File: src/sv/m3ema_pkg.sv
// Shared constants and word types for the median-of-three adaptive EMA filter.
package m3ema_pkg;

	localparam int SAMPLE_BITS    = 12;
	localparam int FRACTION_BITS  = 8;
	localparam int COARSE_BITS    = 8;
	localparam int COARSE_SHIFT   = SAMPLE_BITS - COARSE_BITS;
	localparam int COUNT_BITS     = 12;
	localparam int SHIFT_BITS     = 4;
	localparam int CFG_DATA_BITS  = 12;
	localparam int CFG_INDEX_BITS = 3;
	localparam int SLOT_BITS      = 2;

	typedef enum logic [CFG_INDEX_BITS-1:0] {
		REG_HOLD_COUNTS = 3'd0,
		REG_FAST_COUNTS = 3'd1,
		REG_SLOW_SHIFT  = 3'd2,
		REG_FAST_SHIFT  = 3'd3
	} reg_index_t;

	localparam logic [COUNT_BITS-1:0] HOLD_COUNTS_RESET = COUNT_BITS'(2);
	localparam logic [COUNT_BITS-1:0] FAST_COUNTS_RESET = COUNT_BITS'(64);
	localparam logic [SHIFT_BITS-1:0] SLOW_SHIFT_RESET  = SHIFT_BITS'(3);
	localparam logic [SHIFT_BITS-1:0] FAST_SHIFT_RESET  = SHIFT_BITS'(1);

	typedef enum logic {
		MODE_SEED   = 1'b0,
		MODE_UPDATE = 1'b1
	} mode_t;

	typedef struct packed {
		mode_t                  mode;
		logic [SAMPLE_BITS-1:0] sample;
	} in_word_t;

	typedef struct packed {
		logic [SAMPLE_BITS-1:0] raw_sample;
		logic [SAMPLE_BITS-1:0] filtered_value;
		logic [COARSE_BITS-1:0] raw_coarse;
		logic [COARSE_BITS-1:0] filtered_coarse;
	} out_word_t;

endpackage

File: src/sv/median3_adaptive_ema_filter.sv
// Median-of-three spike filter followed by an adaptive fixed-point moving average.
//
//   channel  direction  handshake             payload
//   in       sink       in_valid / in_stall   in_word  (mode, sample)
//   out      source     out_valid / out_stall out_word (raw, filtered, coarse)
//   cfg      sink       cfg_we                cfg_index, cfg_data
//
// Each word is held in the input register while the datapath computes into the
// output register; its result passes the input register and then the output register,
// and one word is taken every cycle unless the output stalls. The filter state updates
// as a word enters the output register, which keeps the median, compare and shift
// combinational between the two registers. Reset restores the register defaults and
// clears the history and filter. A stall on the output holds the result and backs up through the input register.
module median3_adaptive_ema_filter #(
	parameter int FRACTION_BITS = m3ema_pkg::FRACTION_BITS
) (
	input  logic                                     clk,
	input  logic                                     arst_n,
	input  logic                                     in_valid,
	output logic                                     in_stall,
	input  m3ema_pkg::in_word_t                      in_word,
	output logic                                     out_valid,
	input  logic                                     out_stall,
	output m3ema_pkg::out_word_t                     out_word,
	input  logic                                     cfg_we,
	input  logic [m3ema_pkg::CFG_INDEX_BITS-1:0]     cfg_index,
	input  logic [m3ema_pkg::CFG_DATA_BITS-1:0]      cfg_data
);

	localparam int SB = m3ema_pkg::SAMPLE_BITS;
	localparam int CB = m3ema_pkg::COUNT_BITS;
	localparam int QW = SB + FRACTION_BITS;
	localparam int TW = (SB > CB) ? SB : CB;
	localparam int CW = TW + FRACTION_BITS;
	localparam int RW = QW + 1;
	localparam logic [m3ema_pkg::SLOT_BITS-1:0] SLOT_LAST = m3ema_pkg::SLOT_BITS'(2);

	// Configuration registers
	logic [CB-1:0]                    hold_q, fast_q;
	logic [m3ema_pkg::SHIFT_BITS-1:0] slow_sh_q, fast_sh_q;

	// Filter state
	logic [SB-1:0]                    hist_q [3];
	logic [m3ema_pkg::SLOT_BITS-1:0]  slot_q;
	logic [QW-1:0]                    filt_q;

	// Pipeline
	m3ema_pkg::in_word_t  in_s1;
	logic                 valid_s1;
	m3ema_pkg::out_word_t out_q;
	logic                 out_valid_q;
	logic                 take;

	assign take      = valid_s1 && (!out_valid_q || !out_stall);
	assign in_stall  = valid_s1 && !take;
	assign out_valid = out_valid_q;
	assign out_word  = out_q;

	always_ff @(posedge clk or negedge arst_n) begin
		if (!arst_n) begin
			hold_q    <= m3ema_pkg::HOLD_COUNTS_RESET;
			fast_q    <= m3ema_pkg::FAST_COUNTS_RESET;
			slow_sh_q <= m3ema_pkg::SLOW_SHIFT_RESET;
			fast_sh_q <= m3ema_pkg::FAST_SHIFT_RESET;
		end else if (cfg_we) begin
			unique case (cfg_index)
				m3ema_pkg::REG_HOLD_COUNTS: hold_q    <= cfg_data[CB-1:0];
				m3ema_pkg::REG_FAST_COUNTS: fast_q    <= cfg_data[CB-1:0];
				m3ema_pkg::REG_SLOW_SHIFT:  slow_sh_q <= cfg_data[m3ema_pkg::SHIFT_BITS-1:0];
				m3ema_pkg::REG_FAST_SHIFT:  fast_sh_q <= cfg_data[m3ema_pkg::SHIFT_BITS-1:0];
				default: ;
			endcase
		end
	end

	// Datapath for the word in the input register
	logic [m3ema_pkg::SLOT_BITS-1:0]  slot_use, slot_next;
	logic [SB-1:0]                    h0, h1, h2, lo01, hi01, med;
	logic [QW-1:0]                    target, diff, step, filt_upd, filt_next;
	logic                             up;
	logic [CW-1:0]                    diff_ext, hold_scaled, fast_scaled;
	logic [m3ema_pkg::SHIFT_BITS-1:0] sh;
	logic [RW-1:0]                    rnd_sum;
	logic [RW-FRACTION_BITS-1:0]      rnd_wide;
	logic [SB-1:0]                    rounded;
	logic [SB-1:0]                    s;

	always_comb begin
		s         = in_s1.sample;
		slot_use  = (slot_q > SLOT_LAST) ? '0 : slot_q;
		slot_next = (slot_use == SLOT_LAST) ? '0 : slot_use + 1'b1;
		h0 = (slot_use == 2'd0) ? s : hist_q[0];
		h1 = (slot_use == 2'd1) ? s : hist_q[1];
		h2 = (slot_use == SLOT_LAST) ? s : hist_q[2];
		lo01 = (h0 < h1) ? h0 : h1;
		hi01 = (h0 < h1) ? h1 : h0;
		med  = (hi01 < h2) ? hi01 : ((lo01 > h2) ? lo01 : h2);

		target = QW'(med) << FRACTION_BITS;
		up     = target >= filt_q;
		diff   = up ? target - filt_q : filt_q - target;

		diff_ext    = CW'(diff);
		hold_scaled = CW'(hold_q) << FRACTION_BITS;
		fast_scaled = CW'(fast_q) << FRACTION_BITS;
		sh   = (diff_ext >= fast_scaled) ? fast_sh_q : slow_sh_q;
		step = diff >> sh;

		if (diff_ext > hold_scaled) begin
			filt_upd = up ? filt_q + step : filt_q - step;
		end else begin
			filt_upd = filt_q;
		end

		filt_next = (in_s1.mode == m3ema_pkg::MODE_SEED) ? QW'(s) << FRACTION_BITS : filt_upd;

		rnd_sum  = RW'(filt_next) + (RW'(1) << (FRACTION_BITS - 1));
		rnd_wide = rnd_sum[RW-1:FRACTION_BITS];
		rounded  = rnd_wide[SB] ? {SB{1'b1}} : rnd_wide[SB-1:0];
	end

	always_ff @(posedge clk or negedge arst_n) begin
		if (!arst_n) begin
			valid_s1    <= 1'b0;
			out_valid_q <= 1'b0;
			slot_q      <= '0;
			filt_q      <= '0;
			hist_q[0]   <= '0;
			hist_q[1]   <= '0;
			hist_q[2]   <= '0;
		end else begin
			if (!in_stall) begin
				valid_s1 <= in_valid;
			end
			if (take) begin
				out_valid_q <= 1'b1;
				filt_q      <= filt_next;
				if (in_s1.mode == m3ema_pkg::MODE_SEED) begin
					hist_q[0] <= s;
					hist_q[1] <= s;
					hist_q[2] <= s;
					slot_q    <= '0;
				end else begin
					hist_q[0] <= h0;
					hist_q[1] <= h1;
					hist_q[2] <= h2;
					slot_q    <= slot_next;
				end
			end else if (!out_stall) begin
				out_valid_q <= 1'b0;
			end
		end
	end

	// Payload registers carry no reset.
	always_ff @(posedge clk) begin
		if (in_valid && !in_stall) begin
			in_s1 <= in_word;
		end
		if (take) begin
			out_q.raw_sample      <= s;
			out_q.filtered_value  <= rounded;
			out_q.raw_coarse      <= s[SB-1 -: m3ema_pkg::COARSE_BITS];
			out_q.filtered_coarse <= rounded[SB-1 -: m3ema_pkg::COARSE_BITS];
		end
	end

	// The ring pointer only ever walks through the three history slots.
	a_slot_range: assert property (@(posedge clk) disable iff (!arst_n)
		slot_q != 2'd3)
		else $error("history slot pointer left its range");

	// The average never climbs past the largest possible target.
	a_filter_bound: assert property (@(posedge clk) disable iff (!arst_n)
		filt_q <= (QW'({SB{1'b1}}) << FRACTION_BITS))
		else $error("filter state above largest sample");

	// A word leaving the input register always lands as a valid result.
	a_take_result: assert property (@(posedge clk) disable iff (!arst_n)
		take |=> out_valid)
		else $error("computed word not presented");

	// The input side only backs up while a word is held in the input register and the held result is stalled.
	a_stall_cause: assert property (@(posedge clk) disable iff (!arst_n)
		in_stall |-> (valid_s1 && out_valid_q && out_stall))
		else $error("input stalled without a full pipeline");

endmodule
File: config.mk
export PLATFORM = sky130hd
export DESIGN_NAME = median3_adaptive_ema_filter
export DESIGN_NICKNAME = d
export VERILOG_FILES = /design/src/sv/m3ema_pkg.sv /design/src/sv/median3_adaptive_ema_filter.sv
export SDC_FILE = /design/constraint.sdc
export NUM_CORES = 1
export LEC_CHECK = 0
export ABC_AREA = 0
export BUFFER_PORTS_ARGS = -buffer_cell sky130_fd_sc_hd__buf_2
export CAP_MARGIN = 20
export CORE_MARGIN = 1.5
export CORE_UTILIZATION = 33
export DETAILED_ROUTE_END_ITERATION = 16
export MAX_ROUTING_LAYER = met4
export PLACE_DENSITY = 0.48
export RECOVER_POWER = 100
export SYNTH_ARGS = -nofsm -noshare
export SYNTH_HDL_FRONTEND = slang
export SYNTH_SLANG_ARGS = --single-unit
File: constraint.sdc
create_clock -name clk -period 22.1 [get_ports clk]
set_input_delay 2.21 -clock clk [delete_from_list [all_inputs] [get_ports clk]]
set_output_delay 2.21 -clock clk [all_outputs]
set_load 0.02 [all_outputs]
==> metrics.csv, run 1 <==
stage,metric,value,unit
yosys,synth-edff-count,37,
sta,min_period_over_period,0.8573,
clock_network,htreeDepth,4,
floorplanning,die_w,190.9,µm
global_routing,grt_pass1_vias,9420,
critical_path,worstReg2RegEnd,out_word[7]$_SDFFCE_PP1P_,
clock_network,clkTransAtPathRegs,0.06,ns
global_routing,grt_max_degree,72,
route,dr.pass1.iters,5,
final_layout,drive_above_1_share,0.1281,
route,wl_per_cell,19.26,µm
final_layout,antenna_cells,0,
clock_network,postCtsHoldBufs,0,
place,port_buffers,74,
yosys,ys_seq_elements,129,
clock_network,cts_resized,0,
sta,timing.fmax,52.78,MHz
yosys,synthAdderAreaFrac,0.1151,
floorplanning,coreArea,34630,µm²
clock_network,clock_path_buffers,2,
yosys,synth_warnings,0,
critical_path,critPathRequiredTime,22.29,ns
place,gp_congestion,0.8795,
critical_path,cp.depth,62,
critical_path,crit_buf_inv,4,
yosys,synth_top_family_by_area,compound AO/OA/AOI/OAI gates,
final_layout,syn2layout_area_growth,10.61,%
clock_network,post_cts_buffers,0,
critical_path,reg2reg_setup_slack,3.15,ns
yosys,syn_avg_cell_area,8.933,µm²
sta,tightest_slew,4.080,ns
yosys,synth_xor_area_frac,0.04586,
global_routing,grtUsageTotal,0.2000,
yosys,synth_area_leaders,"dfrtp_1, ha_1, edfxtp_1",
clock_network,cts_num_sinks,129,
route,vias,9806,
critical_path,critical_path_class,reg -> reg,
route,routed_via_density,5.430,
critical_path,r2r_cells,62,
job,max_cap_viol_count,3,
sta,fin_ws,3.153,ns
critical_path,cp-startpoint,slot_q[0]$_DFFE_PN0P_,
critical_path,endpoint,out_word[7]$_SDFFCE_PP1P_,
place,dpl_worst_slack,4.431,ns
yosys,ys_types,83,
yosys,synth_flop_cell,dfrtp_1,
critical_path,worstSetupEndpointType,flip-flop,
floorplanning,start_util,0.3364,
yosys,yosysSeqAreaShare,0.2936,
sta,relSlewSlack,-1.720,
critical_path,cp.arrival,19.14,ns
global_routing,grt_pass1_wl,54120,µm
sta,rsz0062_at_grt,no,
sta,hold_viol,0,
yosys,synthMuxAreaShare,0.1504,
min_path,hold_path_class,reg -> reg,
critical_path,cp-start-kind,flip-flop,
sta,fin_hold_ws,0.5024,ns
yosys,async_reset_ff_frac,0.7132,
global_routing,antenna_found_initial,0,
place,dp_hpwl,26620,µm
final_layout,stdcell_area,12880,µm²
place,placed_area,12370,µm²
sta,setup_viol,0,
critical_path,cp_max_fo,38,
yosys,synth_compound_area_frac,0.1944,
clock_network,cts_tree,done,
sta,finClkSkew,0.01174,ns
route,drc,0,
run_status,violations,"capacitance limit, slew limit",
floorplanning,dieArea,36440,µm²
sta,min_period,18.95,ns
yosys,synth_nets,1443,
min_path,hold_path_depth,1,
floorplanning,io_pins,75,
route,drt.antenna.violating_nets,0,
yosys,synth_cells,1304,
route,drtIter0Drc,626,
floorplanning,rows,68,
critical_path,reg2reg_from,slot_q[0]$_DFFE_PN0P_,
route,routed_wl,34780,µm
sta,slew_viol_final,138,
critical_path,crit_path_max_incr_delay,1.85,ns
yosys,yosys-top-cells-count,"nand2_1, ha_1, o21ai_0, dfrtp_1, nor2_1",
yosys,synth_area,11650,µm²
run_status,status,"complete, but fails checks",
sta,setup_tns,0,ns
final_layout,layout.nets,1477,
clock_network,cts_root_buf,clkbuf_16,
critical_path,slowest_stage,nor3_1,
floorplanning,die_h,190.9,µm
critical_path,cpMostUsedCell,a21o_1,
yosys,yosys.area.top_type,dfrtp_1,
clock_network,numCtsBuffers,17,
yosys,yosysTopAreaCellShare,0.1869,
yosys,synth_most_common_cell,nand2_1,
clock_network,clkLatencyLatePin,0.45,ns
yosys,synthSimpleGateAreaFrac,0.1451,
global_routing,grt.overflow.total,0,
critical_path,critPathTopFamily,compound AO/OA/AOI/OAI gates,
[area by class of cell]
type                    instances  area [µm²]
clock inverters                14       170.2
inverters                      74       277.8
clock buffers                  18       450.4
flip-flops and latches        129        3420
well taps                     455       569.3
fillers                      3543       21740
multi-input cells            1023        7576
repair buffers                 93       421.7
[per-stage QoR]
stage,std cells,utilization
2_1_floorplan,1304,-
4_1_cts,1804,0.3752
6_report,1806,0.3721
3_3_place_gp,1772,0.3572
5_1_grt,1806,0.3721
3_5_place_dp,1772,0.3572
[worst min-delay path by stage]
stage / startpoint / end / slack, ns
global route: hist_q[7]$_DFFE_PN0P_ / hist_q[7]$_DFFE_PN0P_ / 0.52
floorplan: valid_s1$_DFFE_PN0N_ / out_valid$_DFFE_PN0P_ / 0.46
CTS: valid_s1$_DFFE_PN0N_ / out_valid$_DFFE_PN0P_ / 0.50
detailed placement: valid_s1$_DFFE_PN0N_ / out_valid$_DFFE_PN0P_ / 0.49
global placement: valid_s1$_DFFE_PN0N_ / out_valid$_DFFE_PN0P_ / 0.47
finish: valid_s1$_DFFE_PN0N_ / out_valid$_DFFE_PN0P_ / 0.50
[per-layer routing]
metal	track usage	routed length [µm]
met5	-	0
met4	0.05603	701
met3	0.03441	1318
met2	0.3030	15680
met1	0.2727	17090
[kinds of logic (layout without fill, tap and decap cells)]
family | Yosys count | in the layout
fa+ha+maj | 106 | 106
buf+inv | 152 | 199
xor+xnor | 61 | 61
simple gates | 341 | 341
compound gates | 350 | 350
flops | 129 | 129
mux | 165 | 165
[layout by cell type, fill, tap and decap left out, types with 17 or more instances in the layout]
| master | count |
|---|---|
| nand2_1 | 111 |
| ha_1 | 104 |
| o21ai_0 | 97 |
| dfrtp_1 | 87 |
| nor2_1 | 86 |
| mux2i_1 | 85 |
| mux2_2 | 76 |
| a21oi_1 | 73 |
| inv_1 | 73 |
| clkbuf_1 | 53 |
| xnor2_1 | 39 |
| edfxtp_1 | 37 |
| buf_2 | 31 |
| a21o_1 | 30 |
| nand3_1 | 24 |
| xor2_1 | 22 |
| clkbuf_16 | 18 |
| nand4_1 | 17 |
[sequential cells by signal, summed over array words and instances, names as in the netlist]
signal     count
out_word      24
slot_q         2
hist_q        36
out_valid      1
valid_s1       1
filt_q        20
fast_q        12
in_s1          1
fast_sh_q      4
hold_q        12
s             12
slow_sh_q      4
Power of run 1 is not shown: default switching activity piles up to over one toggle a cycle in this logic, so the estimate is an artifact.
==> inputs of run 2 (changes only) <==
--- a/config.mk
+++ b/config.mk
@@ -9,10 +9,10 @@
 export BUFFER_PORTS_ARGS = -buffer_cell sky130_fd_sc_hd__buf_2
 export CAP_MARGIN = 20
 export CORE_MARGIN = 1.5
-export CORE_UTILIZATION = 33
+export CORE_UTILIZATION = 45
 export DETAILED_ROUTE_END_ITERATION = 16
 export MAX_ROUTING_LAYER = met4
-export PLACE_DENSITY = 0.48
+export PLACE_DENSITY = 0.61
 export RECOVER_POWER = 100
 export SYNTH_ARGS = -nofsm -noshare
 export SYNTH_HDL_FRONTEND = slang
==> metrics.csv, run 2 (synthesis gave the netlist of run 1 again) <==
stage,metric,value,unit
run_status,status,"complete, but fails checks",
run_status,violations,"capacitance limit, slew limit",
route,vias,9985,
sta,tightest_slew,3.133,ns
global_routing,grtUsageTotal,0.2577,
min_path,hold_path_depth,1,
clock_network,clock_path_buffers,2,
sta,relSlewSlack,-1.089,
final_layout,largest_register_ffs,36,
sta,hold_viol,0,
min_path,holdPathEnd,out_valid$_DFFE_PN0P_,
floorplanning,dieArea,26860,µm²
sta,min_period_over_period,0.8605,
final_layout,layout_commonest_cell,nand2_1,
global_routing,antenna_found_initial,0,
clock_network,cts_resized,0,
global_routing,grt_max_degree,58,
floorplanning,die_h,163.9,µm
min_path,hold_path_class,reg -> reg,
sta,setup_tns,0,ns
final_layout,syn2layout_area_growth,8.915,%
sta,finClkSkew,0.008842,ns
critical_path,cp_max_fo,38,
critical_path,r2r_cells,66,
clock_network,cts_num_sinks,129,
route,routed_wl,32680,µm
place,placed_area,12210,µm²
sta,setup_viol,0,
critical_path,critPathTopFamily,compound AO/OA/AOI/OAI gates,
critical_path,cp-start-kind,flip-flop,
place,port_buffers,74,
global_routing,grt.overflow.total,0,
critical_path,worstSetupEndpointType,flip-flop,
critical_path,slowest_stage,nor3_1,
critical_path,critical_path_class,reg -> reg,
clock_network,htreeDepth,4,
global_routing,grt_pass1_vias,9469,
route,drtIter0Drc,822,
final_layout,largest-register,hist_q,
final_layout,final_cell_mix,"nand2_1, ha_1, o21ai_0",
floorplanning,rows,58,
final_layout,drive_above_1_share,0.1244,
clock_network,postCtsHoldBufs,0,
critical_path,crit_path_max_incr_delay,1.84,ns
job,max_cap_viol_count,4,
final_layout,fill_cells,2472,
sta,timing.fmax,52.58,MHz
clock_network,cts_tree,done,
floorplanning,io_pins,75,
sta,min_period,19.02,ns
clock_network,post_cts_buffers,0,
clock_network,numCtsBuffers,17,
place,dp_hpwl,24710,µm
sta,slew_viol_final,156,
min_path,min_from,valid_s1$_DFFE_PN0N_,
route,routed_via_density,5.943,
critical_path,cp.arrival,19.19,ns
clock_network,clkLatencyLatePin,0.43,ns
sta,rsz0062_at_grt,no,
route,dr.pass1.iters,5,
critical_path,critPathRequiredTime,22.27,ns
critical_path,reg2reg_from,slot_q[0]$_DFFE_PN0P_,
critical_path,reg2reg_setup_slack,3.08,ns
route,drt.antenna.violating_nets,0,
final_layout,regArea,3420,µm²
critical_path,worstReg2RegEnd,out_word[7]$_SDFFCE_PP1P_,
global_routing,grt_pass1_wl,52100,µm
final_layout,antenna_cells,0,
sta,fin_hold_ws,0.4923,ns
clock_network,clkTransAtPathRegs,0.06,ns
route,wl_per_cell,19.45,µm
clock_network,cts_root_buf,clkbuf_16,
critical_path,crit_buf_inv,5,
final_layout,layout.nets,1476,
place,gp_congestion,0.9280,
route,drc,0,
final_layout,multi_input_area,7565,µm²
floorplanning,start_util,0.4599,
critical_path,cpMostUsedCell,a21o_1,
floorplanning,coreArea,25330,µm²
final_layout,stdcell_area,12690,µm²
floorplanning,die_w,163.9,µm
-- run 2: cell types whose count changed in the layout (fill, tap and decap cells not counted), sizes merged --
cell	delta
clkinvlp	+2
inv	-5
buf	+1
clkbuf	-3
clkinv	+3
bufinv	+1
-- run 2: stage by stage --
| step | utilization | instances | setup WS (ns) |
|---|---|---|---|
| CTS | 0.5053 | 1679 | 4.148 |
| global route | 0.5009 | 1680 | 1.567 |
| finish | 0.5009 | 1680 | 3.083 |
| floorplan | - | 1304 | 6.152 |
| detailed placement | 0.4820 | 1647 | 4.257 |
| global placement | 0.4820 | 1647 | 4.611 |
-- run 2: how the worst max path moves through the flow --
stage,start,to,depth (start not counted)
after floorplan,slot_q[0]$_DFFE_PN0P_,out_word[7]$_SDFFCE_PP1P_,68
after global placement,slot_q[0]$_DFFE_PN0P_,out_word[7]$_SDFFCE_PP1P_,67
after detailed placement,slot_q[1]$_DFFE_PN0P_,out_word[7]$_SDFFCE_PP1P_,67
after CTS,slot_q[1]$_DFFE_PN0P_,out_word[7]$_SDFFCE_PP1P_,65
after global routing,slot_q[1]$_DFFE_PN0P_,out_word[2]$_SDFFCE_PP1P_,66
final,slot_q[0]$_DFFE_PN0P_,out_word[7]$_SDFFCE_PP1P_,66
-- run 2: cell type report --
type | count | share of cell area
Tap cell | 330 | 0.03254
Timing Repair Buffer | 92 | 0.03323
Multi-Input combinational cell | 1023 | 0.5963
Sequential cell | 129 | 0.2695
Clock inverter | 15 | 0.01302
Clock buffer | 17 | 0.03353
Inverter | 74 | 0.02189
-- run 2: worst reg2reg max path: cells and delay by family, from the launching register on --
kind	cells	cell delay, ns
simple gates	10	4.11
fa+ha+maj	7	2.58
compound gates	34	7.22
mux	7	2.49
buf+inv	5	1.15
xor+xnor	3	0.85
flops	1	0.38
-- run 2: per-layer routing --
layer | GRT usage | part of all wire
met1 | 0.3561 | 0.48
met2 | 0.4041 | 0.46
met3 | 0.03005 | 0.043
met4 | 0.05826 | 0.012
met5 | - | 0
Power of run 2 is left out for the same reason.
